File: config.mk
export PLATFORM = sky130hd
export DESIGN_NAME = tlb_fifo_lookup_insert_core
export DESIGN_NICKNAME = d
export VERILOG_FILES = /design/src/design/tfl_pkg.sv /design/src/design/tfl_mem.sv /design/src/design/tfl_ctrl.sv /design/src/design/tlb_fifo_lookup_insert_core.sv
export SDC_FILE = /design/constraint.sdc
export NUM_CORES = 1
export LEC_CHECK = 0
export BUFFER_PORTS_ARGS = -buffer_cell sky130_fd_sc_hd__buf_2
export CAP_MARGIN = 20
export CORE_MARGIN = 2
export CORE_UTILIZATION = 45
export DETAILED_ROUTE_END_ITERATION = 16
export PLACE_DENSITY = 0.59
export SLEW_MARGIN = 20
export SYNTH_ARGS = -nofsm -noshare
export SYNTH_HDL_FRONTEND = slang
export SYNTH_SLANG_ARGS = --single-unit
File: constraint.sdc
create_clock -name aclk -period 4 [get_ports aclk]
set_input_delay 0.2 -clock aclk [delete_from_list [all_inputs] [get_ports aclk]]
set_output_delay 0.2 -clock aclk [all_outputs]
set_load 0.02 [all_outputs]
File: src/design/tfl_pkg.sv
package tfl_pkg;

    localparam int PAGE_W  = 8;
    localparam int FRAME_W = 8;
    localparam int COUNT_W = 5;

    localparam logic [1:0] REQ_LOOKUP = 2'd0;
    localparam logic [1:0] REQ_INSERT = 2'd1;
    localparam logic [1:0] REQ_CLEAR  = 2'd2;

    // one stored translation
    typedef struct packed {
        logic [PAGE_W-1:0]  page;
        logic [FRAME_W-1:0] frame;
    } entry_t;

    // one finished response
    typedef struct packed {
        logic               hit;
        logic [FRAME_W-1:0] frame;
        logic [COUNT_W-1:0] count;
    } res_t;

endpackage

File: src/design/tfl_mem.sv
module tfl_mem #(
    parameter int DEPTH = 16
) (
    input  logic                     aclk,
    input  logic                     wr_en,
    input  logic [$clog2(DEPTH)-1:0] wr_addr,
    input  tfl_pkg::entry_t          wr_data,
    input  logic [$clog2(DEPTH)-1:0] rd_addr,
    output tfl_pkg::entry_t          rd_data
);
    import tfl_pkg::*;

    entry_t mem [DEPTH];
    entry_t rd_data_reg;

    always_ff @(posedge aclk) begin
        if (wr_en) begin
            mem[wr_addr] <= wr_data;
        end
        rd_data_reg <= mem[rd_addr];
    end

    assign rd_data = rd_data_reg;

endmodule

File: src/design/tfl_ctrl.sv
module tfl_ctrl #(
    parameter int DEPTH = 16
) (
    input  logic                     aclk,
    input  logic                     aresetn,
    input  logic                     req_valid,
    output logic                     req_ready,
    input  logic [1:0]               req_type,
    input  logic [tfl_pkg::PAGE_W-1:0]  req_page,
    input  logic [tfl_pkg::FRAME_W-1:0] req_frame,
    output logic                     res_valid,
    input  logic                     res_ready,
    output tfl_pkg::res_t            res,
    output logic                     wr_en,
    output logic [$clog2(DEPTH)-1:0] wr_addr,
    output tfl_pkg::entry_t          wr_data,
    output logic [$clog2(DEPTH)-1:0] rd_addr,
    input  tfl_pkg::entry_t          rd_data
);
    import tfl_pkg::*;

    localparam int IDX_W = $clog2(DEPTH);
    localparam int CNT_W = $clog2(DEPTH + 1);
    localparam int SUM_W = CNT_W + 1;
    localparam int EXT_W = CNT_W + COUNT_W;

    typedef enum logic [2:0] {
        ST_IDLE = 3'b001,
        ST_SCAN = 3'b010,
        ST_HOLD = 3'b100
    } state_t;

    state_t            state_reg, state_next;
    logic [IDX_W-1:0]  oldest_reg, oldest_next;
    logic [CNT_W-1:0]  fill_reg, fill_next;
    logic [IDX_W-1:0]  slot_reg, slot_next;
    logic [CNT_W-1:0]  k_reg, k_next;
    logic [PAGE_W-1:0] page_reg, page_next;
    res_t              res_reg, res_next;

    logic              accept;
    logic [IDX_W-1:0]  slot_inc;
    logic [IDX_W-1:0]  oldest_inc;
    logic [SUM_W-1:0]  tail_sum;
    logic [IDX_W-1:0]  tail_slot;
    logic [CNT_W-1:0]  k_plus;
    logic [EXT_W-1:0]  fill_ext;

    assign accept = req_valid && req_ready;
    assign req_ready = (state_reg == ST_IDLE);
    assign res_valid = (state_reg == ST_HOLD);
    assign res = res_reg;

    // ring index arithmetic, depth need not be a power of two
    assign slot_inc   = (slot_reg == IDX_W'(DEPTH - 1)) ? '0 : slot_reg + IDX_W'(1);
    assign oldest_inc = (oldest_reg == IDX_W'(DEPTH - 1)) ? '0 : oldest_reg + IDX_W'(1);
    assign tail_sum   = SUM_W'(oldest_reg) + SUM_W'(fill_reg);
    assign tail_slot  = (tail_sum >= SUM_W'(DEPTH)) ? IDX_W'(tail_sum - SUM_W'(DEPTH))
                                                    : IDX_W'(tail_sum);
    assign k_plus     = k_reg + CNT_W'(1);
    assign fill_ext   = EXT_W'(fill_next);

    assign rd_addr = (state_reg == ST_SCAN) ? slot_inc : oldest_reg;
    assign wr_data = '{page: req_page, frame: req_frame};

    always_comb begin
        state_next  = state_reg;
        oldest_next = oldest_reg;
        fill_next   = fill_reg;
        slot_next   = slot_reg;
        k_next      = k_reg;
        page_next   = page_reg;
        res_next    = res_reg;
        wr_en       = 1'b0;
        wr_addr     = tail_slot;

        case (state_reg)
            ST_IDLE: begin
                if (accept) begin
                    res_next.hit   = 1'b0;
                    res_next.frame = '0;
                    page_next      = req_page;
                    state_next     = ST_HOLD;
                    case (req_type)
                        REQ_LOOKUP: begin
                            slot_next = oldest_reg;
                            k_next    = '0;
                            if (fill_reg != '0) begin
                                state_next = ST_SCAN;
                            end
                        end
                        REQ_INSERT: begin
                            wr_en = 1'b1;
                            if (fill_reg == CNT_W'(DEPTH)) begin
                                wr_addr     = oldest_reg;
                                oldest_next = oldest_inc;
                            end else begin
                                fill_next = fill_reg + CNT_W'(1);
                            end
                        end
                        REQ_CLEAR: begin
                            oldest_next = '0;
                            fill_next   = '0;
                        end
                        default: begin
                        end
                    endcase
                    res_next.count = fill_ext[COUNT_W-1:0];
                end
            end
            ST_SCAN: begin
                // rd_data holds slot_reg, read last cycle
                if (rd_data.page == page_reg) begin
                    res_next.hit   = 1'b1;
                    res_next.frame = rd_data.frame;
                    state_next     = ST_HOLD;
                end else if (k_plus == fill_reg) begin
                    state_next = ST_HOLD;
                end else begin
                    slot_next = slot_inc;
                    k_next    = k_plus;
                end
            end
            ST_HOLD: begin
                if (res_ready) begin
                    state_next = ST_IDLE;
                end
            end
            default: begin
                state_next = ST_IDLE;
            end
        endcase
    end

    always_ff @(posedge aclk) begin
        if (!aresetn) begin
            state_reg  <= ST_IDLE;
            oldest_reg <= '0;
            fill_reg   <= '0;
        end else begin
            state_reg  <= state_next;
            oldest_reg <= oldest_next;
            fill_reg   <= fill_next;
        end
        slot_reg <= slot_next;
        k_reg    <= k_next;
        page_reg <= page_next;
        res_reg  <= res_next;
    end

endmodule

File: src/design/tlb_fifo_lookup_insert_core.sv
// fully associative translation buffer, page number to frame number, with
// first-in first-out replacement and a clear-all request
//
// input channel s_*: one request per handshake, s_req_type selects lookup,
// insert or clear; type 3 changes nothing and just reports the count
// result channel m_*: exactly one response per request, in order
//
// entries sit in a single-port-write, registered-read memory as a ring
// ordered by age; a lookup reads the ring from the oldest entry one slot per
// cycle and stops at the first match, so the oldest match wins
// insert and clear need no scan; a lookup that matches the (j+1)-th oldest
// entry reads j+1 slots and a miss reads every stored entry, up to TLB_ENTRIES,
// so lookup time is set by the one-read-per-cycle memory scan
// a finished response passes from the sequencer's hold state through the
// output register to m_valid
//
// reset (synchronous, aresetn low) empties the buffer; memory contents are
// not cleared, only the fill count and oldest pointer
// while m_ready is low the finished response waits in the output register
// and one more completed response waits in the sequencer; no new request is
// taken until the sequencer has handed its response on
module tlb_fifo_lookup_insert_core #(
    parameter int TLB_ENTRIES = 16
) (
    input  logic                        aclk,
    input  logic                        aresetn,
    input  logic                        s_valid,
    output logic                        s_ready,
    input  logic [1:0]                  s_req_type,
    input  logic [tfl_pkg::PAGE_W-1:0]  s_page_number,
    input  logic [tfl_pkg::FRAME_W-1:0] s_frame_number,
    output logic                        m_valid,
    input  logic                        m_ready,
    output logic                        m_hit,
    output logic [tfl_pkg::FRAME_W-1:0] m_frame_out,
    output logic [tfl_pkg::COUNT_W-1:0] m_entry_count
);
    import tfl_pkg::*;

    localparam int IDX_W = $clog2(TLB_ENTRIES);

    // memory side
    logic              wr_en;
    logic [IDX_W-1:0]  wr_addr;
    entry_t            wr_data;
    logic [IDX_W-1:0]  rd_addr;
    entry_t            rd_data;

    // sequencer to output register
    logic              res_valid;
    logic              res_ready;
    res_t              res;

    // output register
    logic              m_valid_reg, m_valid_next;
    res_t              out_reg, out_next;

    tfl_mem #(
        .DEPTH (TLB_ENTRIES)
    ) u_mem (
        .aclk    (aclk),
        .wr_en   (wr_en),
        .wr_addr (wr_addr),
        .wr_data (wr_data),
        .rd_addr (rd_addr),
        .rd_data (rd_data)
    );

    // request sequencer: pointers, fill count and lookup scan
    tfl_ctrl #(
        .DEPTH (TLB_ENTRIES)
    ) u_ctrl (
        .aclk      (aclk),
        .aresetn   (aresetn),
        .req_valid (s_valid),
        .req_ready (s_ready),
        .req_type  (s_req_type),
        .req_page  (s_page_number),
        .req_frame (s_frame_number),
        .res_valid (res_valid),
        .res_ready (res_ready),
        .res       (res),
        .wr_en     (wr_en),
        .wr_addr   (wr_addr),
        .wr_data   (wr_data),
        .rd_addr   (rd_addr),
        .rd_data   (rd_data)
    );

    // output register loads whenever it is empty or being drained
    assign res_ready = !m_valid_reg || m_ready;

    always_comb begin
        m_valid_next = m_valid_reg;
        out_next     = out_reg;
        if (res_ready) begin
            m_valid_next = res_valid;
            if (res_valid) begin
                out_next = res;
            end
        end
    end

    always_ff @(posedge aclk) begin
        if (!aresetn) begin
            m_valid_reg <= 1'b0;
        end else begin
            m_valid_reg <= m_valid_next;
        end
        out_reg <= out_next;
    end

    assign m_valid       = m_valid_reg;
    assign m_hit         = out_reg.hit;
    assign m_frame_out   = out_reg.frame;
    assign m_entry_count = out_reg.count;

endmodule
Word-level counts from Yosys, hierarchy flattened --
Memory sizes are Yosys's and may differ from the RTL's. A register that Yosys moved wholly into a read port is not among the register bits. Cells that the tools add are included.
Storage, ports and cells: input bits 22, word-level logic and storage cells 91, memories 1, flip-flop bits (word level) 58, RAM bits 256, output and inout port bits 16
Operators by class: add/subtract/negate cells 6, muxes and demuxes 39, equal/unequal tests 18, reduce and logical (&&, ||, !) cells 13, order comparisons 1
Memories:
- u_mem.mem | words 16, width 16, rd ports 1, clocked after Yosys merged registers in 1, wr ports 1, line tfl_mem.sv:13 | entry_t mem [DEPTH];
Operators with widths (count):
- 2-to-1 mux 4 bit | 13
- 2-to-1 mux 5 bit | 7
- case mux 5 bit (2 select lines) | 2
- 2-to-1 mux 3 bit | 6
- case mux 9 bit (2 select lines) | 1
- case mux 4 bit (2 select lines) | 2
- 2-to-1 mux 14 bit | 1
- adder 5 x 1 -> 5 bit (second input constant) | 2
- inequality test 2 bit (second input constant) | 5
- 2-to-1 mux 9 bit | 1
- case mux 3 bit (3 select lines) | 1
- adder 4 x 1 -> 4 bit (second input constant) | 2
- == test 4 bit (second input constant) | 2
- == test 8 bit | 1
- adder 4 x 5 -> 6 bit | 1
- greater-or-equal comparator 6 x 5 -> 1 bit (second input constant) | 1
- AND reduction 3 bit | 2
- == test 5 bit | 1
- == test 5 bit (second input constant) | 1
- 2-to-1 mux 1 bit | 5
- AND reduction 5 bit | 1
- nonzero test 5 bit | 1
- inequality test 2 x 1 -> 1 bit (second input constant) | 2
- AND reduction 2 bit | 2
- 13 further kinds | 14

Depth between registers and ports, before layout --
depth in word-level cells 7, depth in mapped cells 10, mapped depth without buffers 9

Hierarchy --
Synthesis repeated with hierarchy kept, for this count alone.
Second synthesis, totals: cells, all modules 670, area total of the unflattened synthesis 12911.1 um2
By module, submodules not included:
- tfl_mem | area each 10042.1 um2, cells each 432, sequential area each 8007.7 um2, times used 1
- tfl_ctrl | area each 2391.0 um2, cells each 219, sequential area each 1171.1 um2, times used 1
- tlb_fifo_lookup_insert_core | area each 478.0 um2, cells each 19, sequential area each 440.4 um2, times used 1

Worst setup path before layout --
Ideal clock, no wire load.
path kind reg-to-reg, start register u_ctrl.fill_reg[1], end memory u_mem.mem[7][0] in the netlist's numbering, enable pin, required time 3.591 ns, stages on the path, launching flop included 9, arrival 2.872 ns, clock period less this slack 3.282 ns, library setup time 0.409 ns, buffers on the path 0, setup slack 0.718 ns, cells stage by stage dfxtp_1 -> inv_1 -> ha_1 -> and4bb_2 -> and2_1 -> nand2_1 -> nand2_1 -> xnor2_1 -> nor3_1
Between the ends: word-level cells in the longest chain between the ends 7, elaborated cells between the ends (all ways) 9, classes of those cells add/sub: 2; order compare: 1; eq/ne: 1; mux: 5
Ends and longest elaborated chain:
- start, declared | line tfl_ctrl.sv:35 | logic [CNT_W-1:0] fill_reg, fill_next;
- start signal, assigned | line tfl_ctrl.sv:143 | fill_reg <= fill_next;
- adder 4 x 5 -> 6 bit | line tfl_ctrl.sv:57 | assign tail_sum = SUM_W'(oldest_reg) + SUM_W'(fill_reg);
- greater-or-equal comparator 6 x 5 -> 1 bit / subtractor 4 x 1 -> 4 bit (equally long branches) | line tfl_ctrl.sv:58 | assign tail_slot = (tail_sum >= SUM_W'(DEPTH)) ? IDX_W'(tail_sum - SUM_W'(DEPTH))
- 2-to-1 mux 4 bit | line tfl_ctrl.sv:58
- 2-to-1 mux 4 bit | line tfl_ctrl.sv:94 | if (fill_reg == CNT_W'(DEPTH)) begin
- 2-to-1 mux 4 bit | line tfl_ctrl.sv:84 | case (req_type)
- 2-to-1 mux 4 bit | line tfl_ctrl.sv:79 | if (accept) begin
- 2-to-1 mux 4 bit (*) | line tfl_ctrl.sv:77 | case (state_reg)
- end, declared | line tfl_mem.sv:13
Mark *: on every way between the ends. The rest lies on a longest branch, timed or not.

Worst setup path after layout --
start register u_ctrl.oldest_reg[0], end memory u_mem.mem[6][1] in the netlist's numbering, enable pin
Between the ends: word-level cells in the longest chain between the ends 7, elaborated cells between the ends (all ways) 8, classes of those cells add/sub: 2; order compare: 1; mux: 5
Ends and longest elaborated chain:
- start, declared | line tfl_ctrl.sv:34 | logic [IDX_W-1:0] oldest_reg, oldest_next;
- start signal, assigned | line tfl_ctrl.sv:142 | oldest_reg <= oldest_next;
- adder 4 x 5 -> 6 bit | line tfl_ctrl.sv:57
- greater-or-equal comparator 6 x 5 -> 1 bit / subtractor 4 x 1 -> 4 bit (equally long branches) | line tfl_ctrl.sv:58
- 2-to-1 mux 4 bit | line tfl_ctrl.sv:58
- 2-to-1 mux 4 bit | line tfl_ctrl.sv:94
- 2-to-1 mux 4 bit | line tfl_ctrl.sv:84
- 2-to-1 mux 4 bit | line tfl_ctrl.sv:79
- 2-to-1 mux 4 bit (*) | line tfl_ctrl.sv:77
Marks and branches as above.

==> results_dict.tcl <==
set metrics [dict create \
    status "complete, no violations" \
    clkLatencyLatePin_ns 0.52 \
    cts_tree "yes" \
    layout-drive-gt1-share 0.179 \
    grt_max_degree 66 \
    root_buffer "clkbuf_16" \
    required_ns 4.22 \
    worstMarginPinSlew_ns 0.945 \
    synth_top_flop_cell "edfxtp_1" \
    setup_tns_ns 0 \
    ioPinCount 38 \
    routed_wl_um 29000 \
    hp-start "s_frame_number[3]" \
    crit-reg2reg-launch "u_ctrl.oldest_reg[0]" \
    die_h_um 175 \
    rr_endpoint "u_mem.mem[6][1]" \
    critPathKind "flop to flop" \
    end_kind "flop" \
    synth-seq-cells 330 \
    clk_pin_slew_worst_paths_ns 0.06 \
    num-nets-final 969 \
    antenna_found_initial 3 \
    grt_pass1_vias 7155 \
    routabilityCongestion 0.766 \
    vias 7457 \
    hp-class "input pin to flop" \
    p_per_area_nw_per_um2 474 \
    final_max_slew_viol_count 0 \
    synth_area_um2 13200 \
    clock_skew_ns 0.0210 \
    total_power_w 0.00719 \
    min_path_cells 1 \
    syn_nets 905 \
    crit_fanout 10 \
    htree_levels 2 \
    setup_viol 0 \
    initial_utilization 0.459 \
    numCtsBuffers 35 \
    rows 62 \
    grt_setup_unrepaired "no" \
    area_growth_pct 14.9 \
    holdPathEnd "u_mem.mem[6][3]" \
    dp_hpwl_um 18000 \
    power_leakage_nw 5.31 \
    ys_types 55 \
    synth_seq_area_share 0.729 \
    relSlewSlack 0.365 \
    multi_input_area_um2 3390 \
    finalCritPeriodShare 0.869 \
    synth-edff-count 301 \
    fp.dieW_um 175 \
    seq_area_um2 9620 \
    grt_first_pass_wirelength_um 44100 \
    hold_viol 0 \
    cts.sinks 330 \
    post_drt_wl_per_cell_um 21.6 \
    clock_path_buffers 3 \
    async_reset_ff_frac 0 \
    syn_area_per_cell_um2 15.2 \
    cts_resized 0 \
    drt_iter0_markers 604 \
    vias_per_cell 5.54 \
    port_buffers 37 \
    die_area_um2 30700 \
    drv_cap 0 \
    layout_common_cells "edfxtp_1, nand2_1, nor3_1" \
    core_um2 28800 \
    layout_min_cycle_time_ns 3.48 \
    synthCells 871 \
    track_usage 0.192 \
    r2r_cells 10 \
    dr.pass1.iters 7 \
    overflow 0 \
    r2r_setup_slack_ns 0.52 \
    fmax_mhz 288 \
    vdd_drop_max_mv 0.321 \
    antenna_left 0 \
    cp.arrival_ns 3.69 \
    largest_reg_flops 256 \
    finalCoreUtilization 0.527 \
    final_common_cell "edfxtp_1" \
    drc 0 \
    yosys_warnings 0 \
    cp-start-kind "flop" \
    fillCellCount 2351 \
]
worst max path at each step:
stage	from	end	slack, ns	depth (start not counted)
global route	u_ctrl.oldest_reg[0]	u_mem.mem[6][4]	0.25	10
global placement	u_ctrl.state_reg[2]	u_mem.rd_data[1]	0.58	9
detailed placement	u_ctrl.oldest_reg[0]	u_mem.mem[6][4]	0.53	10
floorplan	u_ctrl.fill_reg[1]	u_mem.mem[7][0]	0.72	8
CTS	u_ctrl.oldest_reg[0]	u_mem.mem[6][4]	0.54	10
finish	u_ctrl.oldest_reg[0]	u_mem.mem[6][1]	0.52	10
area by class of cell:
type,count,share of cell area
clock buffer,52,0.0647
sequential,330,0.634
tap,384,0.0317
inverter,17,0.00454
clock inverter,11,0.0101
multi-input combinational,479,0.223
timing repair buffer,72,0.0314
antenna,1,0.000165
cell families (layout without fill, tap and decap cells):
| family | count (synthesis) | count (layout) | synth area share |
|---|---|---|---|
| AO/OA/AOI/OAI | 133 | 133 | 0.0826 |
| XOR/XNOR | 22 | 22 | 0.0146 |
| adder cells (fa/ha/maj) | 12 | 12 | 0.0119 |
| buffers and inverters | 62 | 152 | 0.0226 |
| flip-flops | 330 | 330 | 0.729 |
| multiplexers | 68 | 68 | 0.0532 |
| other | 0 | 1 | 0 |
| AND/OR/NAND/NOR | 244 | 244 | 0.0863 |
power by group:
| part | switching [W] | total [W] | internal [W] | leakage, nW |
|---|---|---|---|---|
| Sequential | 0.0000187 | 0.00381 | 0.00380 | 2.97 |
| Clock | 0.00126 | 0.00317 | 0.00191 | 0.553 |
| Combinational | 0.000136 | 0.000207 | 0.0000705 | 1.79 |
| Total | 0.00141 | 0.00719 | 0.00577 | 5.31 |
worst max-delay path: stages (launching register included):
cell and delay [ns]:
dfxtp_1 0.54, ha_1 0.24, inv_1 0.07, fa_1 0.46, xor2_1 0.16, nor2_1 0.08
a21oi_1 0.06, inv_1 0.06, nand3_1 0.36, nor3_2 0.84, buf_4 0.31
cells in the mapped netlist (all sizes together), types with 2 or more instances:
master     n  area, um2
a31oi      5       31.3
a32o      32        320
dfxtp     29        581
nand3      9       45.0
ha        11        138
buf       33        184
a31o       2       17.5
clkbuf    12       45.0
xnor2      7       61.3
o221ai    16        140
edfxtp   301       9040
nor2b      7       43.8
nor3b      3       27.5
inv       17       68.8
a21boi     4       30.0
a21o       2       15.0
a2111oi   16        214
a21oi     38        190
nor3      67        335
o32ai      2       36.3
mux2i     51        510
xor2      15        131
nand2    117        449
nor4       4       25.0
nor2      14       57.6
o21ai     10       50.1
mux2      17        191
and2      17        106
stage by stage:
step | area (um2) | hold slack (ns) | setup slack, ns | std cells
after CTS | 15200 | 0.0591 | 0.541 | 1345
after global routing | 15200 | 0.0896 | 0.246 | 1345
final | 15200 | 0.0803 | 0.524 | 1346
after floorplan | 13200 | 0.299 | 0.718 | 871
after detailed placement | 14000 | 0.405 | 0.533 | 1281
after global placement | 14000 | 0.403 | 0.585 | 1281
routing by layer:
layer / wire (um) / GRT usage / share of wire / up-vias
li1: - / - / - / 3491
met1: 13000 / 0.273 / 0.45 / 3727
met2: 13800 / 0.308 / 0.47 / 192
met3: 1720 / 0.0359 / 0.059 / 47
met4: 592 / 0.0497 / 0.020 / 0
met5: 0 / 0 / 0 / -
what timing repair did:
action	in CTS	in global routing
endpoints found under the hold margin	1	0
hold buffers	1	0
setup buffers	0	0
No activity file was read; power rests on OpenSTA's default activity.
